## src/rtl/msp_pkg.sv

```systemverilog
package msp_pkg;

	// address space width used for the end-of-space check
	localparam int ADDRESS_BITS = 32;

	localparam logic [31:0] MIN_START   = 32'h0010_0000;
	localparam logic [31:0] MIN_GRAIN   = 32'h0000_0100;
	localparam logic [31:0] RESET_GRAIN = 32'h0000_1000;
	localparam logic [15:0] PAT_A       = 16'hAA55;
	localparam logic [15:0] PAT_B       = 16'h55AA;

	// command codes
	localparam logic CMD_START = 1'b0;
	localparam logic CMD_RESP  = 1'b1;

	// result kinds
	localparam logic [1:0] KIND_READ  = 2'd0;
	localparam logic [1:0] KIND_WRITE = 2'd1;
	localparam logic [1:0] KIND_DONE  = 2'd2;

	// configuration register indexes
	localparam int          CFG_INDEX_BITS = 2;
	localparam logic [1:0]  REG_START      = 2'd0;
	localparam logic [1:0]  REG_GRAIN      = 2'd1;
	localparam logic [1:0]  REG_KERNEL_END = 2'd2;

	// output queue depth, room for two results per request
	localparam int QUEUE_DEPTH = 4;

	typedef enum logic [6:0] {
		PH_IDLE     = 7'b0000001,
		PH_HEAD_OLD = 7'b0000010,
		PH_HEAD_A   = 7'b0000100,
		PH_HEAD_B   = 7'b0001000,
		PH_TAIL_OLD = 7'b0010000,
		PH_TAIL_A   = 7'b0100000,
		PH_TAIL_B   = 7'b1000000
	} phase_t;

	typedef struct packed {
		logic [31:0] start_address;
		logic [31:0] grain_size;
		logic [31:0] kernel_end;
	} cfg_t;

	typedef struct packed {
		logic [1:0]  request_kind;
		logic [31:0] access_address;
		logic [15:0] write_value;
		logic [31:0] usable_start;
		logic [32:0] usable_size;
		logic        last;
	} rsp_t;

	typedef struct packed {
		logic [1:0] n;
		rsp_t       r0;
		rsp_t       r1;
	} push_t;

endpackage

```

## src/rtl/msp_core.sv

```systemverilog
module msp_core (
	input  logic                 clk,
	input  logic                 arst_n,
	input  logic                 fire,
	input  logic                 command,
	input  logic [15:0]          read_data,
	input  msp_pkg::cfg_t        cfg,
	output msp_pkg::push_t       push
);

	localparam logic [34:0] SPACE_LIMIT =
		(msp_pkg::ADDRESS_BITS >= 35) ? {35{1'b1}} : (35'd1 << msp_pkg::ADDRESS_BITS);

	msp_pkg::phase_t phase_q, phase_d;
	logic [31:0] start_q, start_d;
	logic [31:0] grain_q, grain_d;
	logic [32:0] size_q, size_d;
	logic [15:0] saved_q, saved_d;

	logic [31:0] start_c, grain_c;
	logic [32:0] size_c;
	logic [33:0] span_c;
	logic [34:0] end_c;
	logic        fits_c;
	logic        tail_pass;
	logic [31:0] head_q, tail_q, cur_addr, head_c;
	logic [1:0]  n_d;
	msp_pkg::rsp_t r0_d, r1_d;

	function automatic msp_pkg::rsp_t rd_rsp(input logic [31:0] addr);
		msp_pkg::rsp_t r;
		r = '0;
		r.request_kind   = msp_pkg::KIND_READ;
		r.access_address = addr;
		return r;
	endfunction

	function automatic msp_pkg::rsp_t wr_rsp(input logic [31:0] addr, input logic [15:0] val);
		msp_pkg::rsp_t r;
		r = '0;
		r.request_kind   = msp_pkg::KIND_WRITE;
		r.access_address = addr;
		r.write_value    = val;
		return r;
	endfunction

	// done report, clipped so usable memory starts no lower than the kernel end
	function automatic msp_pkg::rsp_t done_rsp(input logic [31:0] s, input logic [32:0] z,
			input logic [31:0] kend);
		msp_pkg::rsp_t r;
		logic [31:0] cut;
		r = '0;
		cut = kend - s;
		r.request_kind = msp_pkg::KIND_DONE;
		r.usable_start = s;
		r.usable_size  = z;
		if (s <= kend) begin
			r.usable_start = kend;
			r.usable_size  = (z > {1'b0, cut}) ? (z - {1'b0, cut}) : 33'd0;
		end
		return r;
	endfunction

	// candidate start/grain/size for the next grain check and any report
	always_comb begin
		tail_pass = (phase_q == msp_pkg::PH_TAIL_B) && (read_data == msp_pkg::PAT_B);
		if (command == msp_pkg::CMD_START) begin
			start_c = (cfg.start_address < msp_pkg::MIN_START) ?
				msp_pkg::MIN_START : cfg.start_address;
			grain_c = (cfg.grain_size < msp_pkg::MIN_GRAIN) ?
				msp_pkg::MIN_GRAIN : cfg.grain_size;
			size_c  = '0;
		end else begin
			start_c = start_q;
			grain_c = grain_q;
			size_c  = tail_pass ? (size_q + {1'b0, grain_q}) : size_q;
		end
		span_c = {1'b0, size_c} + {2'b00, grain_c};
		end_c  = {2'b00, size_c} + {3'b000, start_c} + {3'b000, grain_c};
		fits_c = (span_c <= 34'h1_0000_0000) &&
			((msp_pkg::ADDRESS_BITS >= 35) || (end_c <= SPACE_LIMIT));
		head_c = start_c + size_c[31:0];
	end

	assign head_q   = start_q + size_q[31:0];
	assign tail_q   = head_q + grain_q - 32'd2;
	assign cur_addr = (phase_q inside {msp_pkg::PH_TAIL_OLD, msp_pkg::PH_TAIL_A,
		msp_pkg::PH_TAIL_B}) ? tail_q : head_q;

	always_comb begin
		phase_d = phase_q;
		start_d = start_q;
		grain_d = grain_q;
		size_d  = size_q;
		saved_d = saved_q;
		n_d     = 2'd0;
		r0_d    = '0;
		r1_d    = '0;
		if (command == msp_pkg::CMD_START) begin
			start_d = start_c;
			grain_d = grain_c;
			size_d  = '0;
			saved_d = '0;
			n_d     = 2'd1;
			if (fits_c) begin
				phase_d = msp_pkg::PH_HEAD_OLD;
				r0_d    = rd_rsp(head_c);
			end else begin
				phase_d = msp_pkg::PH_IDLE;
				r0_d    = done_rsp(start_c, size_c, cfg.kernel_end);
			end
		end else begin
			case (phase_q)
				msp_pkg::PH_HEAD_OLD, msp_pkg::PH_TAIL_OLD: begin
					saved_d = read_data;
					r0_d    = wr_rsp(cur_addr, msp_pkg::PAT_A);
					r1_d    = rd_rsp(cur_addr);
					n_d     = 2'd2;
					phase_d = (phase_q == msp_pkg::PH_HEAD_OLD) ?
						msp_pkg::PH_HEAD_A : msp_pkg::PH_TAIL_A;
				end
				msp_pkg::PH_HEAD_A, msp_pkg::PH_TAIL_A: begin
					if (read_data != msp_pkg::PAT_A) begin
						r0_d    = done_rsp(start_q, size_q, cfg.kernel_end);
						n_d     = 2'd1;
						phase_d = msp_pkg::PH_IDLE;
					end else begin
						r0_d    = wr_rsp(cur_addr, msp_pkg::PAT_B);
						r1_d    = rd_rsp(cur_addr);
						n_d     = 2'd2;
						phase_d = (phase_q == msp_pkg::PH_HEAD_A) ?
							msp_pkg::PH_HEAD_B : msp_pkg::PH_TAIL_B;
					end
				end
				msp_pkg::PH_HEAD_B: begin
					if (read_data != msp_pkg::PAT_B) begin
						r0_d    = done_rsp(start_q, size_q, cfg.kernel_end);
						n_d     = 2'd1;
						phase_d = msp_pkg::PH_IDLE;
					end else begin
						r0_d    = wr_rsp(cur_addr, saved_q);
						r1_d    = rd_rsp(tail_q);
						n_d     = 2'd2;
						phase_d = msp_pkg::PH_TAIL_OLD;
					end
				end
				msp_pkg::PH_TAIL_B: begin
					if (!tail_pass) begin
						r0_d    = done_rsp(start_q, size_q, cfg.kernel_end);
						n_d     = 2'd1;
						phase_d = msp_pkg::PH_IDLE;
					end else begin
						r0_d   = wr_rsp(cur_addr, saved_q);
						size_d = size_c;
						n_d    = 2'd2;
						if (fits_c) begin
							r1_d    = rd_rsp(head_c);
							phase_d = msp_pkg::PH_HEAD_OLD;
						end else begin
							r1_d    = done_rsp(start_c, size_c, cfg.kernel_end);
							phase_d = msp_pkg::PH_IDLE;
						end
					end
				end
				default: begin
					phase_d = msp_pkg::PH_IDLE;
				end
			endcase
		end
		if (n_d == 2'd1) begin
			r0_d.last = 1'b1;
		end
		if (n_d == 2'd2) begin
			r1_d.last = 1'b1;
		end
	end

	always_ff @(posedge clk or negedge arst_n) begin
		if (!arst_n) begin
			phase_q <= msp_pkg::PH_IDLE;
			start_q <= '0;
			grain_q <= '0;
			size_q  <= '0;
			saved_q <= '0;
		end else if (fire) begin
			phase_q <= phase_d;
			start_q <= start_d;
			grain_q <= grain_d;
			size_q  <= size_d;
			saved_q <= saved_d;
		end
	end

	assign push.n  = fire ? n_d : 2'd0;
	assign push.r0 = r0_d;
	assign push.r1 = r1_d;

	a_done0_past_kernel: assert property (@(posedge clk) disable iff (!arst_n)
		(push.n != 2'd0 && push.r0.request_kind == msp_pkg::KIND_DONE)
		|-> (push.r0.usable_start >= cfg.kernel_end))
		else $error("done report starts below kernel end");

	a_done1_past_kernel: assert property (@(posedge clk) disable iff (!arst_n)
		(push.n == 2'd2 && push.r1.request_kind == msp_pkg::KIND_DONE)
		|-> (push.r1.usable_start >= cfg.kernel_end))
		else $error("done report starts below kernel end");

endmodule

```

## src/rtl/msp_outq.sv

```systemverilog
module msp_outq (
	input  logic            clk,
	input  logic            arst_n,
	input  msp_pkg::push_t  push,
	output logic            room,
	output logic            out_valid,
	input  logic            out_ready,
	output msp_pkg::rsp_t   head
);

	localparam int DEPTH = msp_pkg::QUEUE_DEPTH;
	localparam int PTR_BITS = $clog2(DEPTH);
	localparam int CNT_BITS = $clog2(DEPTH + 1);

	msp_pkg::rsp_t entries_q [DEPTH];
	logic [PTR_BITS-1:0] wr_ptr_q, rd_ptr_q, wr_ptr_1;
	logic [CNT_BITS-1:0] count_q;
	logic                pop;

	assign pop       = out_valid && out_ready;
	assign out_valid = (count_q != '0);
	assign room      = (count_q <= CNT_BITS'(DEPTH - 2));
	assign head      = entries_q[rd_ptr_q];
	assign wr_ptr_1  = wr_ptr_q + PTR_BITS'(1);

	always_ff @(posedge clk) begin
		if (push.n != 2'd0) begin
			entries_q[wr_ptr_q] <= push.r0;
		end
		if (push.n == 2'd2) begin
			entries_q[wr_ptr_1] <= push.r1;
		end
	end

	always_ff @(posedge clk or negedge arst_n) begin
		if (!arst_n) begin
			wr_ptr_q <= '0;
			rd_ptr_q <= '0;
			count_q  <= '0;
		end else begin
			wr_ptr_q <= wr_ptr_q + PTR_BITS'(push.n);
			if (pop) begin
				rd_ptr_q <= rd_ptr_q + PTR_BITS'(1);
			end
			count_q <= count_q + CNT_BITS'(push.n) - CNT_BITS'(pop);
		end
	end

	a_count_bound: assert property (@(posedge clk) disable iff (!arst_n)
		count_q <= CNT_BITS'(DEPTH))
		else $error("output queue overfilled");

	a_push_fits: assert property (@(posedge clk) disable iff (!arst_n)
		(push.n != 2'd0) |-> ((CNT_BITS + 1)'(count_q) + (CNT_BITS + 1)'(push.n)
		<= (CNT_BITS + 1)'(DEPTH)))
		else $error("push without queue room");

endmodule

```

## src/rtl/memory_size_probe_sequencer_top.sv

```systemverilog
// channel   handshake               payload
// config    cfg_write               cfg_index, cfg_data
// input     in_valid / in_ready     command, read_data
// output    out_valid / out_ready   request_kind, access_address, write_value,
//                                   usable_start, usable_size, last
//
// a request waits in the input register until the output queue has room;
// its results then go into the output queue and are offered from there
// each request makes zero to two results; the single output port drains one
// a cycle while out_ready is high, so a request goes in every cycle while
// the queue has room for two; steady two-result requests outpace the port
// reset clears the probe state, the input register and the output queue, and loads the register defaults
// a stalled output holds requests in the input register; nothing is dropped
module memory_size_probe_sequencer_top (
	input  logic                                clk,
	input  logic                                arst_n,
	// configuration writes
	input  logic                                cfg_write,
	input  logic [msp_pkg::CFG_INDEX_BITS-1:0]  cfg_index,
	input  logic [31:0]                         cfg_data,
	// request channel
	input  logic                                in_valid,
	output logic                                in_ready,
	input  logic                                command,
	input  logic [15:0]                         read_data,
	// result channel
	output logic                                out_valid,
	input  logic                                out_ready,
	output logic [1:0]                          request_kind,
	output logic [31:0]                         access_address,
	output logic [15:0]                         write_value,
	output logic [31:0]                         usable_start,
	output logic [32:0]                         usable_size,
	output logic                                last
);

	msp_pkg::cfg_t  cfg_q;
	msp_pkg::push_t push;
	msp_pkg::rsp_t  head;

	// input register
	logic        valid_s1;
	logic        command_s1;
	logic [15:0] read_data_s1;

	logic room;
	logic consume;
	logic in_fire;

	// configuration registers: write only while idle, the block does not check
	always_ff @(posedge clk or negedge arst_n) begin
		if (!arst_n) begin
			cfg_q.start_address <= msp_pkg::MIN_START;
			cfg_q.grain_size    <= msp_pkg::RESET_GRAIN;
			cfg_q.kernel_end    <= msp_pkg::MIN_START;
		end else if (cfg_write) begin
			case (cfg_index)
				msp_pkg::REG_START:      cfg_q.start_address <= cfg_data;
				msp_pkg::REG_GRAIN:      cfg_q.grain_size    <= cfg_data;
				msp_pkg::REG_KERNEL_END: cfg_q.kernel_end    <= cfg_data;
				default: begin
					// index past the register list: write is ignored
				end
			endcase
		end
	end

	// the held request moves into the core once the queue has room for two
	assign consume  = valid_s1 && room;
	assign in_ready = !valid_s1 || room;
	assign in_fire  = in_valid && in_ready;

	always_ff @(posedge clk or negedge arst_n) begin
		if (!arst_n) begin
			valid_s1 <= 1'b0;
		end else if (in_fire) begin
			valid_s1 <= 1'b1;
		end else if (consume) begin
			valid_s1 <= 1'b0;
		end
	end

	// payload needs no reset
	always_ff @(posedge clk) begin
		if (in_fire) begin
			command_s1   <= command;
			read_data_s1 <= read_data;
		end
	end

	// phase sequencer and result forming
	msp_core u_core (
		.clk       (clk),
		.arst_n    (arst_n),
		.fire      (consume),
		.command   (command_s1),
		.read_data (read_data_s1),
		.cfg       (cfg_q),
		.push      (push)
	);

	// results wait here until the output side takes them
	msp_outq u_outq (
		.clk       (clk),
		.arst_n    (arst_n),
		.push      (push),
		.room      (room),
		.out_valid (out_valid),
		.out_ready (out_ready),
		.head      (head)
	);

	assign request_kind   = head.request_kind;
	assign access_address = head.access_address;
	assign write_value    = head.write_value;
	assign usable_start   = head.usable_start;
	assign usable_size    = head.usable_size;
	assign last           = head.last;

	// a request blocked by a full queue stays put in the input register
	a_s1_holds: assert property (@(posedge clk) disable iff (!arst_n)
		(valid_s1 && !room) |=> (valid_s1 && $stable(command_s1) && $stable(read_data_s1)))
		else $error("held request lost or changed");

endmodule

```

## config.mk

```make
export PLATFORM = sky130hd
export DESIGN_NAME = memory_size_probe_sequencer_top
export DESIGN_NICKNAME = d
export VERILOG_FILES = /design/src/rtl/msp_pkg.sv /design/src/rtl/msp_core.sv /design/src/rtl/msp_outq.sv /design/src/rtl/memory_size_probe_sequencer_top.sv
export SDC_FILE = /design/constraint.sdc
export NUM_CORES = 2
export LEC_CHECK = 0
export ABC_AREA = 1
export BUFFER_PORTS_ARGS = -buffer_cell sky130_fd_sc_hd__buf_4
export CAP_MARGIN = 40
export CORE_AREA = 4 4 333 335
export CTS_BUF_LIST = sky130_fd_sc_hd__clkbuf_8
export CTS_CLUSTER_SIZE = 25
export DETAILED_ROUTE_END_ITERATION = 16
export DIE_AREA = 0 0 337 339
export HOLD_SLACK_MARGIN = 0.1
export PLACE_DENSITY = 0.68
export SLEW_MARGIN = 20
export SYNTH_ARGS = -nofsm -noshare
export SYNTH_HDL_FRONTEND = slang
export SYNTH_SLANG_ARGS = --single-unit
export TNS_END_PERCENT = 20
```

## constraint.sdc

```tcl
create_clock -name clk -period 6.83 [get_ports clk]
set_input_delay 1.0245 -clock clk [delete_from_list [all_inputs] [get_ports clk]]
set_output_delay 1.0245 -clock clk [all_outputs]
set_load 0.005 [all_outputs]
```

# [Word-level counts from Yosys, hierarchy flattened]
# Memories as Yosys holds them, arrays and structs flattened.
# Cells that the tools add are included.
[op_classes] add_sub_neg=17 n_lt_le_gt_ge=9 eq_ne=17 mux=49 bitwise_logic=1 reduce_logical=20
[ops] op="case mux 116 bit (4 select lines)" n=2
[ops] op="2-to-1 mux 116 bit" n=7
[ops] op="2-to-1 mux 33 bit" n=7
[ops] op="2-to-1 mux 114 bit" n=2
[ops] op="2-to-1 mux 32 bit" n=5
[ops] op="2-to-1 mux 65 bit" n=2
[ops] op="adder 32 bit" n=3
[ops] op="adder 33 x 32 -> 34 bit" n=2
[ops] op="> comparator 33 x 32 -> 1 bit" n=2
[ops] op="subtractor 33 x 32 -> 33 bit" n=2
[ops] op="less-or-equal comparator 32 bit" n=2
[ops] op="subtractor 32 bit" n=2
[ops] op="adder 35 x 32 -> 35 bit" n=1
[ops] op="less-or-equal comparator 35 x 33 -> 1 bit, second input constant" n=1
[ops] op="less-or-equal comparator 34 x 33 -> 1 bit, second input constant" n=1
[ops] op="adder 33 x 32 -> 33 bit" n=1
[ops] op="< comparator 32 x 21 -> 1 bit, second input constant" n=1
[ops] op="< comparator 32 x 9 -> 1 bit, second input constant" n=1
[ops] op="2-to-1 mux 16 bit" n=2
[ops] op="subtractor 32 x 2 -> 32 bit, second input constant" n=1
[ops] op="2-to-1 mux 7 bit" n=4
[ops] op="case mux 7 bit (4 select lines)" n=1
[ops] op="== test 16 x 15 -> 1 bit, second input constant" n=1
[ops] op="inequality test 16 x 15 -> 1 bit, second input constant" n=1
[ops] op="30 further kinds" n=59
[totals] register_bits=241 mem_bits_rw=464 input_bits=56 out_inout_bits=118 word_cells=128 n_memories=1
[memory_table] memory="u_outq.entries_q" words=4 word_bits=116 read_ports=1 rd_clocked_by_memory_dff=0 write_ports=2 line_no="msp_outq.sv:15" text="msp_pkg::rsp_t entries_q [DEPTH];"

# [Depth between registers and ports, before layout]
[depth] ltp_word=13 ltp_mapped=51 depth_no_buf=50

# [Cells and area by module]
# From an unflattened synthesis, not the netlist that was laid out.
[unflattened] cells_unflattened=9060 area_unflattened_um2=60819.6
[modules_own_cells] module="msp_core" instances=1 cells_per_inst=5542 area_per_inst_um2=31360.1
[modules_own_cells] module="msp_outq" instances=1 cells_per_inst=3066 area_per_inst_um2=24890.1
[modules_own_cells] module="memory_size_probe_sequencer_top" instances=1 cells_per_inst=452 area_per_inst_um2=4569.4

# [Least setup slack after synthesis]
# OpenSTA, ideal clock, no wires.
[synth_timing] kind="flip-flop to flip-flop" start="reg u_core.size_q[1]" end="mem u_outq.entries_q[0][7] (netlist name) (data pin)" setup_time_ps=253 t_arrival_ps=5936 slack_ps=641 path_stages_with_launch=44 cell_sequence="dfrtp_1 inv_1 fa_1 inv_1 nand3_1 nand2_1 a21oi_1 or2_2 a221oi_1 ha_1 nand2_1 inv_1 a21oi_1 nand2_1 nand3_1 nand2_1 a21oi_1 o21ai_0 [... 8 more ...] and2_1 nand2_1 nand3_1 nand2_1 nor2_1 nand2_1 nor2_1 nand3_1 nand2_1 inv_2 nor2_8 nand2_8 nand2_4 inv_2 buf_6 buf_4 nand3_1 nand2_1"
[synth_rtl] item="from (decl)" line_no="msp_core.sv:17" text="logic [32:0] size_q, size_d;"
[synth_rtl] item="from (signal assigned)" line_no="msp_core.sv:189" text="size_q <= size_d;"
[synth_rtl] item="to (decl)" line_no="msp_outq.sv:15"

==> flow_summary.ini <==
[status]
status = finished clean

[finish]
final_common_cell = nand2_1
fill_cells = 9993
final_cell_mix = nand2_1 (2,423), buf_4 (862), inv_1 (804)
drive_gt1_frac = 0.166
nets = 9192
areaGrowthSynthToFinish_pct = 21.3

[place]
place_congestion = 1.09
dp_hpwl_um = 190000
port_buffers = 173

[setup_path]
path_class = register to register
crit_path_end_kind = register
cp-startpoint = u_core.size_q[6]
r2r_setup_slack_ns = 0.18
critical_path_required_ns = 7.42
r2r.worst_path.cells = 42
slowest_stage = dfrtp_1
reg2reg_from = u_core.size_q[6]
arrival_ns = 7.24
rr_endpoint = u_outq.entries_q[1][44]
cpPeakStageDelay_ns = 0.39
cp_common_cell = nand2_1
worstPathMaxFanout = 22
start_kind = register
endpoint = u_outq.entries_q[1][44]

[sta]
worst_slew_pin_slew_ns = 0.991
setup_violations = 0
maxSlewViolCount = 0
hold_ws_ns = 0.328
hold_violations = 0
slew_headroom = 0.332
worst_clock_skew_ns = 0.0583
fin_crit_sh = 0.973
rsz0062_at_grt = yes
fmax_mhz = 150
finalSetupTns_ns = 0
fin_crit_ns = 6.65

[routing]
vias_per_cell = 5.95
drc = 0
num_vias = 61300
wirelength_um = 250000
post_drt_wl_per_cell_um = 24.3
drt_iter0_drc = 7981
antenna_left = 0
first_pass_iters = 9

[grt]
grt_pass1_vias = 55700
grt_first_pass_wirelength_um = 361000
grt_max_degree = 169
grt-ovfl-total = 0
track_usage = 0.422
grt_antenna_before_repair = 5

[yosys]
synth_seq_cells = 705
async_flop_share = 0.318
ys.flop_type = edfxtp_1
ys_warn_count = 0
syn_area_um2 = 55900
yosysSeqAreaShare = 0.346
postSynthAreaPerCell_um2 = 6.94
syn_inst = 8055
yosysUniqueCellTypes = 71
synth_edf_count = 413
syn_nets = 8474

[floorplanning]
num_io_pins = 174
die_h_um = 339
start_util = 0.517
core_um2 = 108000
die_area_um2 = 114000
row_count = 121
fp.dieW_um = 337

[pwr]
fin_total_pwr_mw = 31.2
p_per_area_nw_per_um2 = 459
max-vdd-ir-drop_mv = 0.292
power_leakage_nw = 32.7

[cts]
clkLatencyLatePin_ns = 0.88
cts_sinks = 705
clockBufferDepth = 3
clockRootBuffer = clkbuf_8
h-tree-depth = 4
cts_tree = yes
clk_pin_slew_ns = 0.06
cts_made_buffers = 134

[run]
drv_cap = 0

[worst_hold_path]
min_path_type = input port to register
==> state kept, by name, summed over array words and instances (netlist names) <==
register	cells
cfg_q	96
command_s1	1
read_data_s1	16
u_core.grain_q	32
u_core.phase_q	7
u_core.saved_q	16
u_core.size_q	33
u_core.start_q	32
u_outq.count_q	3
u_outq.entries_q	464
u_outq.rd_ptr_q	2
u_outq.wr_ptr_q	2
valid_s1	1
==> critical path, delay by kind of cell (launching register included) <==
| kind | cells | cell delay (ns) |
|---|---|---|
| AOI/OAI and AO/OA | 7 | 1.03 |
| xor gates and xnor gates | 2 | 0.45 |
| adders and majority gates | 3 | 1.03 |
| buffers and inverters | 8 | 1.01 |
| DFF | 1 | 0.39 |
| and+or+nand+nor | 22 | 2.39 |
==> through the flow <==
step	std cells	instance area, um2	setup slack [ns]	util
floorplan	8055	55900	0.641	-
global placement	9994	63100	-0.124	0.583
detailed placement	10000	63400	-0.192	0.587
CTS	10300	66300	0.00176	0.614
global route	10300	67800	-0.0914	0.628
finish	10300	67900	0.183	0.628
==> power breakdown <==
group	internal, mW	leakage, nW	switching [mW]
Combinational	7.03	23.8	13.4
Sequential	5.55	7.31	0.711
Clock	2.33	1.53	2.09
Total	14.9	32.7	16.2
==> timing repair <==
action                     CTS  global route
setup endpoints to repair  389           394
cloned                       0             4
gates resized for setup     25           261
buffers inserted             1            22
hold endpoints to repair    44             0
pin swaps                    2            65
hold buffers                 1             0
==> per-layer routing <==
| metal | routed length [um] | share of wire | global-route usage |
|---|---|---|---|
| met5 | 0 | 0 | 0 |
| met4 | 18800 | 0.075 | 0.251 |
| met3 | 31000 | 0.12 | 0.109 |
| met2 | 104000 | 0.42 | 0.623 |
| met1 | 96600 | 0.39 | 0.558 |
==> Yosys cell counts (all sizes together), types with 11 or more instances <==
cell type     n  area share
nor2        651       0.046
nor4         34      0.0042
xor2        116       0.018
nor3         57      0.0052
or2          34      0.0038
edfxtp      413        0.22
fa           11      0.0039
o22ai       163       0.018
nand4        85      0.0095
xnor2       109       0.017
nand3       565       0.051
a21o         37      0.0050
a21oi       399       0.036
o21bai       36      0.0048
clkbuf      208       0.014
inv         823       0.055
dfxtp        68       0.024
dfrtp       220       0.098
o211ai       41      0.0056
a31oi        35      0.0039
nand2      2485        0.17
and2         11      0.0012
buf         133       0.013
a21boi       20      0.0027
o21ai       868       0.078
o21a         30      0.0040
ha          352       0.079
==> cells by family (layout without fill, tap and decap cells) <==
logic type,after synthesis,count (layout),synth area share
adders and majority gates,363,363,0.0827
buffers and inverters,1166,1991,0.0825
xor gates and xnor gates,225,225,0.0352
and+or+nand+nor,3936,3937,0.290
DFF,705,705,0.346
other,0,4,0
AOI/OAI and AO/OA,1660,1660,0.163
==> how the worst min path moves through the flow <==
stage | from | to | cells after the start
CTS | read_data[13] | read_data_s1[13] | 1
floorplan | u_outq.entries_q[2][114] | u_outq.entries_q[2][114] | 2
finish | read_data[13] | read_data_s1[13] | 1
detailed placement | u_outq.entries_q[2][114] | u_outq.entries_q[2][114] | 2
global placement | u_outq.entries_q[2][67] | u_outq.entries_q[2][67] | 2
global route | read_data[4] | read_data_s1[4] | 1
==> final cells by class <==
type	count	area (um2)	area share
inverter	825	3130	0.0462
clock buffer	147	2020	0.0298
sequential	705	19400	0.286
clock inverter	97	754	0.0111
antenna	4	10.0	0.000148
tap	1414	1770	0.0261
multi-input combinational	6185	33200	0.489
timing repair buffer	922	7600	0.112
Note: power is estimated with default switching activity, not from simulation.
